## src/rtl/kpe_pkg.sv

```systemverilog
// Shared types, constants and codes for the k-core peeling engine.
`timescale 1ns / 1ps
`default_nettype none
package kpe_pkg;
  localparam int MaxVertices  = 1024;
  localparam int MaxEdgeSlots = 8192;
  localparam int VW = $clog2(MaxVertices);       // vertex id bits
  localparam int CW = VW + 1;                    // count bits
  localparam int EW = $clog2(MaxEdgeSlots);      // edge slot bits
  localparam int OW = EW + 1;                    // offset bits
  localparam int DW = 10;                        // degree / core bits
  localparam int OpW = 2;
  localparam int IdxW = 13;
  localparam int ValW = 14;
  localparam logic [DW-1:0] CoreLimit = {DW{1'b1}};

  localparam logic [OpW-1:0] OP_LOAD_OFS = 2'd0;
  localparam logic [OpW-1:0] OP_LOAD_NBR = 2'd1;
  localparam logic [OpW-1:0] OP_RUN      = 2'd2;
  localparam logic [OpW-1:0] OP_READ     = 2'd3;

  // Result kinds
  localparam logic KIND_CORE = 1'b0;   // core number of one vertex
  localparam logic KIND_RUN  = 1'b1;   // maximum core after a run

  // Commands from controller to datapath
  typedef struct packed {
    logic [VW:0]   ofs_addr;
    logic [EW-1:0] nbr_addr;
    logic [VW-1:0] deg_addr;
    logic          deg_wr;
    logic [VW-1:0] deg_wr_addr;
    logic [DW-1:0] deg_wr_data;
    logic          q_wr;
    logic [VW-1:0] q_wr_addr;
    logic [VW-1:0] q_wr_data;
    logic [VW-1:0] q_rd_addr;
  } kpe_cmd_t;

  // Registered read data back to controller
  typedef struct packed {
    logic [OW-1:0]   ofs_q;      // clamped offset
    logic [ValW-1:0] nbr_q;
    logic [DW-1:0]   deg_q;
    logic [VW-1:0]   q_q;
  } kpe_sts_t;
endpackage
`default_nettype wire

```

## src/rtl/kpe_ctrl.sv

```systemverilog
// Controller: item decode and peeling sequencer.
`timescale 1ns / 1ps
`default_nettype none
module kpe_ctrl (
  input  wire logic                 clk,
  input  wire logic                 rst_n,
  input  wire logic                 in_fire,
  input  wire logic [1:0]           in_op,
  input  wire logic [12:0]          in_idx,
  input  wire logic [10:0]          vcount,
  input  wire logic                 out_free,
  output logic                      busy,
  output logic                      res_valid,
  output logic                      res_kind,
  output logic [9:0]                res_value,
  output kpe_pkg::kpe_cmd_t         cmd,
  input  wire kpe_pkg::kpe_sts_t    sts
);
  localparam int VW = kpe_pkg::VW;
  localparam int CW = kpe_pkg::CW;
  localparam int OW = kpe_pkg::OW;
  localparam int DW = kpe_pkg::DW;

  localparam logic [3:0] S_IDLE   = 4'd0;
  localparam logic [3:0] S_READ_D = 4'd1;  // read item: degree data back
  localparam logic [3:0] S_INIT   = 4'd2;  // degree init: read first offset
  localparam logic [3:0] S_INIT_S = 4'd3;
  localparam logic [3:0] S_INIT_E = 4'd4;  // one vertex per cycle
  localparam logic [3:0] S_SCAN   = 4'd5;  // scan degrees for level
  localparam logic [3:0] S_SCAN_W = 4'd6;
  localparam logic [3:0] S_POP    = 4'd7;  // read queue head
  localparam logic [3:0] S_POP_W  = 4'd8;
  localparam logic [3:0] S_OFS1   = 4'd9;
  localparam logic [3:0] S_OFS2   = 4'd10;
  localparam logic [3:0] S_EDGE   = 4'd11; // read neighbor
  localparam logic [3:0] S_NBR_W  = 4'd12;
  localparam logic [3:0] S_DEC    = 4'd13; // decrement neighbor degree
  localparam logic [3:0] S_LEVEL  = 4'd14;
  localparam logic [3:0] S_DONE   = 4'd15;

  logic [3:0]    state_r, state_nxt;
  logic [CW-1:0] nv_r, nv_nxt;
  logic [CW-1:0] fill_r, fill_nxt;    // degree entries below this were written by a run
  logic [CW-1:0] vi_r, vi_nxt;        // vertex cursor
  logic [OW-1:0] s_r, s_nxt;          // edge cursor
  logic [OW-1:0] e_r, e_nxt;
  logic [CW-1:0] head_r, head_nxt;
  logic [CW-1:0] tail_r, tail_nxt;
  logic [DW-1:0] level_r, level_nxt;
  logic [CW-1:0] proc_r, proc_nxt;
  logic [VW-1:0] u_r, u_nxt;
  logic          rd_ok_r, rd_ok_nxt;
  logic          rv_r, rv_nxt;
  logic          rk_r, rk_nxt;
  logic [DW-1:0] rval_r, rval_nxt;
  logic [CW-1:0] nv_cfg;
  logic [OW-1:0] init_dif;
  logic [DW-1:0] deg_dec;
  logic [CW:0]   proc_sum;

  assign busy      = (state_r != S_IDLE) || rv_r;
  assign res_valid = rv_r;
  assign res_kind  = rk_r;
  assign res_value = rval_r;
  assign nv_cfg    = (vcount > CW'(kpe_pkg::MaxVertices)) ? CW'(kpe_pkg::MaxVertices) : vcount;
  assign init_dif  = sts.ofs_q - s_r;
  assign deg_dec   = sts.deg_q - DW'(1);
  assign proc_sum  = {1'b0, proc_r} + {1'b0, tail_r};

  always_comb begin
    state_nxt = state_r; nv_nxt = nv_r; vi_nxt = vi_r; s_nxt = s_r; e_nxt = e_r;
    head_nxt = head_r; tail_nxt = tail_r; level_nxt = level_r; proc_nxt = proc_r;
    u_nxt = u_r; rd_ok_nxt = rd_ok_r; rv_nxt = rv_r; rk_nxt = rk_r; rval_nxt = rval_r;
    fill_nxt = fill_r;
    cmd = '0;
    if (rv_r && out_free) begin
      rv_nxt = 1'b0;
    end
    unique case (state_r)
      S_IDLE: begin
        if (in_fire && in_op == kpe_pkg::OP_RUN) begin
          nv_nxt = nv_cfg;
          vi_nxt = '0;
          level_nxt = '0; proc_nxt = '0; head_nxt = '0; tail_nxt = '0;
          if (nv_cfg > fill_r) fill_nxt = nv_cfg;
          state_nxt = (nv_cfg == '0) ? S_DONE : S_INIT;
        end else if (in_fire && in_op == kpe_pkg::OP_READ) begin
          rd_ok_nxt = ({2'b0, nv_cfg} > in_idx) && ({2'b0, fill_r} > in_idx);
          cmd.deg_addr = in_idx[VW-1:0];
          state_nxt = S_READ_D;
        end
      end
      S_READ_D: begin
        rv_nxt = 1'b1; rk_nxt = kpe_pkg::KIND_CORE;
        rval_nxt = rd_ok_r ? sts.deg_q : '0;
        state_nxt = S_IDLE;
      end
      // Degree init: a vertex's end offset is the next vertex's start
      S_INIT: begin
        cmd.ofs_addr = '0;
        state_nxt = S_INIT_S;
      end
      S_INIT_S: begin
        s_nxt = sts.ofs_q;
        cmd.ofs_addr = (VW+1)'(1);
        state_nxt = S_INIT_E;
      end
      S_INIT_E: begin
        cmd.deg_wr = 1'b1;
        cmd.deg_wr_addr = vi_r[VW-1:0];
        if (sts.ofs_q <= s_r) cmd.deg_wr_data = '0;
        else if (init_dif > OW'(kpe_pkg::CoreLimit)) cmd.deg_wr_data = kpe_pkg::CoreLimit;
        else cmd.deg_wr_data = init_dif[DW-1:0];
        s_nxt = sts.ofs_q;
        if (vi_r + CW'(1) == nv_r) begin
          vi_nxt = '0; state_nxt = S_SCAN;
        end else begin
          vi_nxt = vi_r + CW'(1);
          cmd.ofs_addr = vi_r + CW'(2);
        end
      end
      // Level scan: push each vertex with degree == level
      S_SCAN: begin
        cmd.deg_addr = vi_r[VW-1:0];
        state_nxt = S_SCAN_W;
      end
      S_SCAN_W: begin
        if (sts.deg_q == level_r && tail_r < CW'(kpe_pkg::MaxVertices)) begin
          cmd.q_wr = 1'b1;
          cmd.q_wr_addr = tail_r[VW-1:0];
          cmd.q_wr_data = vi_r[VW-1:0];
          tail_nxt = tail_r + CW'(1);
        end
        if (vi_r + CW'(1) == nv_r) begin
          vi_nxt = '0; state_nxt = S_POP;
        end else begin
          vi_nxt = vi_r + CW'(1); state_nxt = S_SCAN;
        end
      end
      S_POP: begin
        if (head_r < tail_r) begin
          cmd.q_rd_addr = head_r[VW-1:0];
          head_nxt = head_r + CW'(1);
          state_nxt = S_POP_W;
        end else begin
          state_nxt = S_LEVEL;
        end
      end
      S_POP_W: begin
        u_nxt = sts.q_q;
        cmd.ofs_addr = {1'b0, sts.q_q};
        state_nxt = S_OFS1;
      end
      S_OFS1: begin
        cmd.ofs_addr = {1'b0, u_r} + (VW+1)'(1);
        s_nxt = sts.ofs_q;
        state_nxt = S_OFS2;
      end
      S_OFS2: begin
        e_nxt = sts.ofs_q;
        state_nxt = S_EDGE;
      end
      S_EDGE: begin
        if (s_r < e_r) begin
          cmd.nbr_addr = s_r[kpe_pkg::EW-1:0];
          s_nxt = s_r + OW'(1);
          state_nxt = S_NBR_W;
        end else begin
          state_nxt = S_POP;
        end
      end
      // Out-of-range neighbor ids are skipped
      S_NBR_W: begin
        if (sts.nbr_q >= {3'b0, nv_r}) begin
          state_nxt = S_EDGE;
        end else begin
          u_nxt = sts.nbr_q[VW-1:0];
          cmd.deg_addr = sts.nbr_q[VW-1:0];
          state_nxt = S_DEC;
        end
      end
      S_DEC: begin
        if (sts.deg_q > level_r) begin
          cmd.deg_wr = 1'b1;
          cmd.deg_wr_addr = u_r;
          cmd.deg_wr_data = deg_dec;
          if (deg_dec == level_r && tail_r < CW'(kpe_pkg::MaxVertices)) begin
            cmd.q_wr = 1'b1;
            cmd.q_wr_addr = tail_r[VW-1:0];
            cmd.q_wr_data = u_r;
            tail_nxt = tail_r + CW'(1);
          end
        end
        state_nxt = S_EDGE;
      end
      S_LEVEL: begin
        proc_nxt = proc_sum[CW-1:0];
        if (proc_sum >= (CW+1)'(nv_r) || level_r == kpe_pkg::CoreLimit) begin
          state_nxt = S_DONE;
        end else begin
          level_nxt = level_r + DW'(1);
          head_nxt = '0; tail_nxt = '0; vi_nxt = '0;
          state_nxt = S_SCAN;
        end
      end
      S_DONE: begin
        rv_nxt = 1'b1; rk_nxt = kpe_pkg::KIND_RUN; rval_nxt = level_r;
        state_nxt = S_IDLE;
      end
    endcase
  end

  always_ff @(posedge clk) begin
    if (!rst_n) begin
      state_r <= S_IDLE; rv_r <= 1'b0; fill_r <= '0;
      head_r <= '0; tail_r <= '0; level_r <= '0; proc_r <= '0;
    end else begin
      state_r <= state_nxt; rv_r <= rv_nxt; fill_r <= fill_nxt;
      head_r <= head_nxt; tail_r <= tail_nxt; level_r <= level_nxt; proc_r <= proc_nxt;
    end
  end

  always_ff @(posedge clk) begin
    nv_r <= nv_nxt; vi_r <= vi_nxt; s_r <= s_nxt; e_r <= e_nxt; u_r <= u_nxt;
    rd_ok_r <= rd_ok_nxt; rk_r <= rk_nxt; rval_r <= rval_nxt;
  end
endmodule
`default_nettype wire

```

## config.mk

```make
export PLATFORM = sky130hd
export DESIGN_NAME = kpe_ctrl
export DESIGN_NICKNAME = d
export VERILOG_FILES = /design/src/rtl/kpe_pkg.sv /design/src/rtl/kpe_ctrl.sv
export SDC_FILE = /design/constraint.sdc
export NUM_CORES = 1
export LEC_CHECK = 0
export ABC_AREA = 0
export BUFFER_PORTS_ARGS = -buffer_cell sky130_fd_sc_hd__buf_4
export CAP_MARGIN = 20
export CORE_ASPECT_RATIO = 0.8
export CORE_MARGIN = 2
export CORE_UTILIZATION = 40
export CTS_BUF_LIST = sky130_fd_sc_hd__clkbuf_4 sky130_fd_sc_hd__clkbuf_8 sky130_fd_sc_hd__clkbuf_16
export CTS_CLUSTER_DIAMETER = 200
export DETAILED_ROUTE_END_ITERATION = 6
export SYNTH_ARGS = -nofsm -noshare
export SYNTH_HDL_FRONTEND = slang
export SYNTH_SLANG_ARGS = --single-unit
export TNS_END_PERCENT = 10
```

## constraint.sdc

```tcl
create_clock -name clk -period 5.4 [get_ports clk]
set_input_delay 0.27 -clock clk [delete_from_list [all_inputs] [get_ports clk]]
set_output_delay 0.27 -clock clk [all_outputs]
set_load 0.01 [all_outputs]
```

======== After elaboration in Yosys (flattened, before gate mapping) ========
Cells that the tools add are included.
storage, ports and cells
  register bits after elaboration ......... 131
  output and inout port bits .............. 99
  logic and storage cells ................. 154
cells by class
  add/subtract/negate cells ............... 10
  order comparisons ....................... 12
  equal/unequal tests ..................... 31
  muxes and demuxes ....................... 51
  bitwise gates (word level) .............. 1
  reductions and logical operators ........ 34
operators by type and width
  operator                                                                            number
  10-bit 2-to-1 mux                                                                   11
  11-bit 2-to-1 mux                                                                   9
  11-bit one-hot mux with 4 select lines                                              2
  21-bit one-hot mux with 2 select lines                                              2
  11-bit one-hot mux with 3 select lines                                              2
  10-bit one-hot mux with 2 select lines                                              3
  4-bit one-hot mux with 14 select lines                                              1
  21-bit 2-to-1 mux                                                                   2
  42-bit 2-to-1 mux                                                                   1
  11-bit by 1-bit adder with 11-bit output (second input constant)                    3
  4-bit == test (second input constant)                                               8
  10-bit one-hot mux with 3 select lines                                              1
  14-bit one-hot mux with 2 select lines                                              1
  11-bit by 13-bit greater-than comparator with 1-bit output                          2
  13-bit 2-to-1 mux                                                                   2
  4-bit 2-to-1 mux                                                                    6
  11-bit one-hot mux with 2 select lines                                              1
  10-bit == test                                                                      2
  2-bit inequality test (second input constant)                                       9
  4-bit by 3-bit == test with 1-bit output (second input constant)                    4
  14-bit by 1-bit adder with 14-bit output (second input constant)                    1
  14-bit by 11-bit greater-or-equal comparator with 1-bit output                      1
  14-bit by 10-bit greater-than comparator with 1-bit output (second input constant)  1
  14-bit less-or-equal comparator                                                     1
  other kinds (38)                                                                    63

======== Longest topological paths before layout ========
  depth after elaboration ................. 6
  gate-level depth with buffers ........... 18
  depth with buffers taken out ............ 17

======== Worst setup path after synthesis ========
Ideal clock, no wire load.
  kind .................................... flip-flop to flip-flop
  start ................................... register tail_r[0]
  end ..................................... register vi_r[0], enable pin
  arrival time ............................ 5.371 ns
  required time ........................... 4.959 ns
  setup slack ............................. -0.413 ns
  stages on the path, launching flop included .. 16
  buffers on the path ..................... 0
  period minus slack after synthesis ...... 5.813 ns
  cell sequence ........................... dfxtp_1 > ha_1 > fa_1 > a21o_1 > a21oi_1 > o21bai_1 > a2111oi_0 > nor2_1 > xor2_1 > ha_1 > o21a_1 > o21a_1 > a21oi_1 > o211ai_1 > a211o_1 > a2111oi_0
between the ends
  longest elaborated chain between the ends .. 5
RTL lines
  item                                                            RTL line         source
  start, declared                                                 kpe_ctrl.sv:48   logic [CW-1:0] tail_r, tail_nxt;
  start signal, assigned                                          kpe_ctrl.sv:219  head_r <= head_nxt; tail_r <= tail_nxt; level_r <= level_nxt; proc_r <= proc_nxt;
  11-bit by 11-bit adder with 12-bit output                       kpe_ctrl.sv:68   assign proc_sum = {1'b0, proc_r} + {1'b0, tail_r};
  12-bit by 11-bit greater-or-equal comparator with 1-bit output  kpe_ctrl.sv:198  if (proc_sum >= (CW+1)'(nv_r) || level_r == kpe_pkg::CoreLimit) begin
  1-bit logical OR                                                kpe_ctrl.sv:198
  2-bit inequality test (no line)                                 n/a
  3-bit AND reduction (no line)                                   n/a
  end signal, assigned                                            kpe_ctrl.sv:224  nv_r <= nv_nxt; vi_r <= vi_nxt; s_r <= s_nxt; e_r <= e_nxt; u_r <= u_nxt;
  end, declared                                                   kpe_ctrl.sv:44   logic [CW-1:0] vi_r, vi_nxt;
Every way passes these cells.
A chain may end at the register's enable or synchronous reset.

======== Worst setup path in the final report ========
  start ................................... register tail_r[0]
  end ..................................... register tail_r[10]
between the ends
  longest elaborated chain between the ends .. 5
  elaborated cells on any way between the ends .. 15
  those cells by class .................... add/sub (2); order compare (2); eq/ne (3); mux (4); reduce/logical (4)
RTL lines
  item                                                            RTL line
  11-bit by 11-bit adder with 12-bit output                       kpe_ctrl.sv:68
  12-bit by 11-bit greater-or-equal comparator with 1-bit output  kpe_ctrl.sv:198
  1-bit logical OR                                                kpe_ctrl.sv:198
  2-bit inequality test (no line)                                 n/a
  6-bit AND reduction (no line)                                   n/a
Several ways; a longest one is shown, not always the timed one. The select of a mux whose other input is x is not followed.

==> summary.txt <==
Worst setup path
  • Setup slack of the most critical reg-to-reg path: 0.61 ns
  • WP data required: 5.77 ns
  • Number of cells traversed by the worst register-to-register path: 17
  • CP bufs+invs: 0
  • Source of the worst register-to-register timing path: tail_r[0]
  • Data arrival at the endpoint of the critical path: 5.16 ns
  • List of cells traversed by the critical path: ha_1, fa_1, a21o_1, a21oi_1, o21bai_1, a2111oi_1, nor2_1, xor2_1, ha_1, o21a_1, o21a_1, a21oi_1, o211ai_1, a211oi_2, o31ai_2, or4_1, a21oi_1
  • Crit path max-delay cell type: or4_1
  • Critical path's most frequent cell: a21oi_1
  • Critical Path Start Type: register
  • Critical path's top delay family: compound AO/OA/AOI/OAI gates
  • Largest stage delay on the critical path: 0.59 ns
  • Critical path type: reg2reg
  • Critical path destination: tail_r[10]
  • Crit Path Max Fanout: 15
  • Kind of end point of the critical path: register
  • Endpoint of the worst-slack reg-to-reg timing path: tail_r[10]
  • Crit path from: tail_r[0]
  • Crit. path cell count: 17

Logic synthesis
  • Post-synthesis adder-cell area fraction: 14.1%
  • Compound-cell area share of the yosys netlist: 18.1%
  • Number of instances in the synthesized netlist: 1327
  • Simple-gate portion of the synthesized area: 22.7%
  • Number of warnings reported in the yosys synthesis log: 0
  • Async set or reset register ratio after synthesis: 0%
  • Sequential-to-total area share from yosys stat: 30.3%
  • Mean instance size in the synthesized netlist: 8.31 um^2
  • Number of unique standard cell types used by synthesis: 71
  • Mux cell area share after synthesis: 1.47%
  • Dominant combinational cell family by area after synthesis: simple AND/OR/NAND/NOR gates
  • Total of flip-flops plus latches after synthesis: 131
  • Net count of the mapped netlist: 1528
  • Synthesized cell area: 0.0110 mm^2
  • Number of enable-type register cells in the synthesized netlist: 72
  • Xor/xnor cell area share of the yosys netlist: 7.77%
  • Flip-flop cell with the highest count after synthesis: edfxtp_1

Finish
  • Signed area change from the synthesized netlist to the final layout: 20.7%
  • Post-route non-filler standard cell count: 1854
  • Ratio of cells with drive above 1 in the final layout: 16.5%
  • Antenna diode count: 0
  • NumNets Final: 1678

Clock tree
  • TritonCTS clock tree: done
  • Buffer depth of the longest clock path: 2
  • Buffer cell driving the clock tree root: clkbuf_16
  • Worst skew pair latency: 0.43 ns
  • H-tree depth: 4
  • Clock buffers created by TritonCTS: 17
  • Number of hold-repair buffers added at the cts stage: 0
  • Clock slew at the register clock pins of the worst setup and hold paths: 0.06 ns
  • Clk sink count: 131

Timing
  • Period utilisation layout: 88.7%
  • Final number of setup-violating endpoints: 0
  • Max Slew Vio Count: 0
  • Worst slew slack as a fraction of its limit: 30.8%
  • Final worst clock skew: 0.0123 ns
  • Min cycle time layout: 4.79 ns
  • Achievable frequency: 209 MHz
  • Final Hold Vio Count: 0
  • Final TNS setup: 0 ns
  • Worst Max-Slew Pin Slew: 1.03 ns
  • Setup slack after layout: 0.611 ns
  • RSZ-0062 raised after global routing: false

Floorplan
  • Rows: 54
  • Chip width: 190 um
  • Area of the die: 0.0289 mm^2
  • Effective utilization at floorplan: 40.6%
  • Top-level port count: 177
  • Die height: 153 um
  • Core box area: 0.0272 mm^2

GRT
  • Total gr overflow: 0
  • GRT Total Usage: 24.4%
  • Antenna violations before repair: 0
  • Wire length of the first global-routing pass: 55.6 mm
  • Number of global-route vias before repair: 10021
  • Largest net degree at the start of global routing: 29

Detailed routing
  • Final WL: 35.2 mm
  • Number of search-and-repair iterations in the first detailed-routing pass: 5
  • Vias per inst: 5.68
  • Iter 0 DRT Violations: 831
  • # DRC: 0
  • Routed wirelength normalized by instance count: 19.0 um
  • Antenna-violating nets left: 0
  • DR vias: 10536

Power and ir drop
  • Maximum VDD drop: 0.232 mV
  • Part of the total power dissipated in combinational logic: 38.2%
  • P_leak: 5.72 nW
  • Sw Share: 39.9%
  • Internal: 2.66 mW
  • Sw Pwr: 1.76 mW
  • P per Cell Area: 332 mW/mm^2
  • Sequential share of power: 34.1%
  • Share of power burned in the clock network: 27.7%

Placement
  • Placed wire-length estimate after detailed placement: 27.0 mm
  • Placed cell count: 1821
  • # port buffers: 176
  • GPL Wtd Cong: 0.898
  • Setup Slack @ Placement: 0.480 ns

Run status
  • Status: complete, no violations

Run
  • Max_cap viols: 0

Hold path
  • Path class of the lowest-slack min-delay path: in2reg
==> metal layers <==
metal	vias up	track usage, %	share of wire [%]
met4	0	7.42	2.0
met3	43	4.42	6.6
li1	5085	-	-
met5	-	0	0
met2	377	37.7	45
met1	5031	34.6	46
==> power groups by stage <==
stage	Sequential, mW	Clock [mW]	Combinational [mW]
after floorplan	1.33	0	1.20
after global placement	1.52	0	1.64
after detailed placement	1.52	0	1.66
after CTS	1.50	1.23	1.67
after global routing	1.53	1.28	1.85
final	1.51	1.22	1.69
==> stage by stage <==
stage	power, mW	util (%)	hold slack (ns)	cell area, um^2
after floorplan	2.53	-	0.369	11000
after global placement	3.16	46.7	0.461	12700
after detailed placement	3.18	46.7	0.467	12700
after CTS	4.41	49.0	0.0272	13300
after global routing	4.66	49.0	0.0286	13300
final	4.42	49.0	0.0409	13300
==> worst register-to-register path, stage by stage (launching register included) <==
cell and delay (ns):
dfxtp_1 0.31, ha_1 0.23, fa_1 0.42, a21o_1 0.18, a21oi_1 0.21, o21bai_1 0.12, a2111oi_1 0.51, nor2_1 0.11
xor2_1 0.20, ha_1 0.27, o21a_1 0.16, o21a_1 0.18, a21oi_1 0.13, o211ai_1 0.23, a211oi_2 0.42, o31ai_2 0.29
or4_1 0.59, a21oi_1 0.14
==> worst min path at each step <==
stage | cells past startpoint | slack (ns) | start | end
2_1_floorplan | 0 | 0.37 | sts[34] | e_r[0]
3_3_place_gp | 2 | 0.46 | proc_r[0] | proc_r[0]
3_5_place_dp | 2 | 0.47 | proc_r[8] | proc_r[8]
4_1_cts | 1 | 0.03 | sts[34] | e_r[0]
5_1_grt | 1 | 0.03 | sts[34] | e_r[0]
6_report | 1 | 0.04 | sts[34] | e_r[0]
==> cell usage in the layout, fill, tap and decap left out, types with 13 or more instances in the layout <==
cell	Yosys	routed
buf_4	0	187
nand3_1	44	44
inv_1	99	99
and3_1	23	23
and2_1	22	22
o21a_1	13	13
or3_1	18	18
a22oi_1	22	22
a21oi_1	74	74
nor3_1	33	32
edfxtp_1	72	72
a21o_1	17	17
a22o_1	18	18
nand2_1	148	148
xor2_1	23	23
dfxtp_1	59	59
ha_1	121	121
xnor2_1	62	62
mux2i_1	14	14
clkbuf_16	0	18
o21ai_0	78	78
nand4_1	24	24
nor2b_1	27	27
nor2_1	97	96
nand2b_1	21	21
==> timing repair <==
| item | 4_1_cts | 5_1_grt |
|---|---|---|
| resized for setup | 0 | 2 |
| endpoints found under the setup margin | 0 | 9 |
| setup buffers | 0 | 0 |
==> cells in the mapped netlist (9+ instances only) <==
library cell	number	share of area (%)
a211oi_1	13	0.88
a21o_1	17	1.2
a21oi_1	74	3.4
a22o_1	18	1.4
a22oi_1	22	1.5
and2_1	22	1.2
and3_1	23	1.3
clkbuf_1	49	1.7
dfxtp_1	59	11
edfxtp_1	72	20
ha_1	121	14
inv_1	99	3.4
mux2i_1	14	1.3
nand2_1	148	5.0
nand2b_1	21	1.2
nand3_1	44	2.0
nand4_1	24	1.4
nor2_1	97	3.3
nor2b_1	27	1.5
nor3_1	33	1.5
nor4_1	11	0.62
o211ai_1	10	0.68
o21a_1	13	0.88
o21ai_0	78	3.5
o31ai_1	10	0.68
or3_1	18	1.0
or4_1	9	0.61
xnor2_1	62	4.9
xor2_1	23	1.8
==> area by class of cell <==
class,count,area [um^2]
fillers,2639,13800
clock inverters,11,124
repair buffers,189,1420
inverters,100,375
clock buffers,21,479
flip-flops and latches,131,3340
multi-input cells,1038,7110
well taps,364,455
==> kinds of logic (layout without fill, tap and decap cells) <==
group	count (synthesis)	in the layout
AOI/OAI and AO/OA	307	307
xor gates and xnor gates	90	90
adders and majority gates	123	123
buffers and inverters	158	321
DFF	131	131
muxes	16	16
and+or+nand+nor	502	502
==> sequential cells by signal (all words and copies together), names as in the netlist, 11 cells and up <==
signal  cells
e_r        14
fill_r     11
head_r     11
nv_r       11
proc_r     11
s_r        14
tail_r     11
vi_r       11
Power figures use the tool's default switching activity.
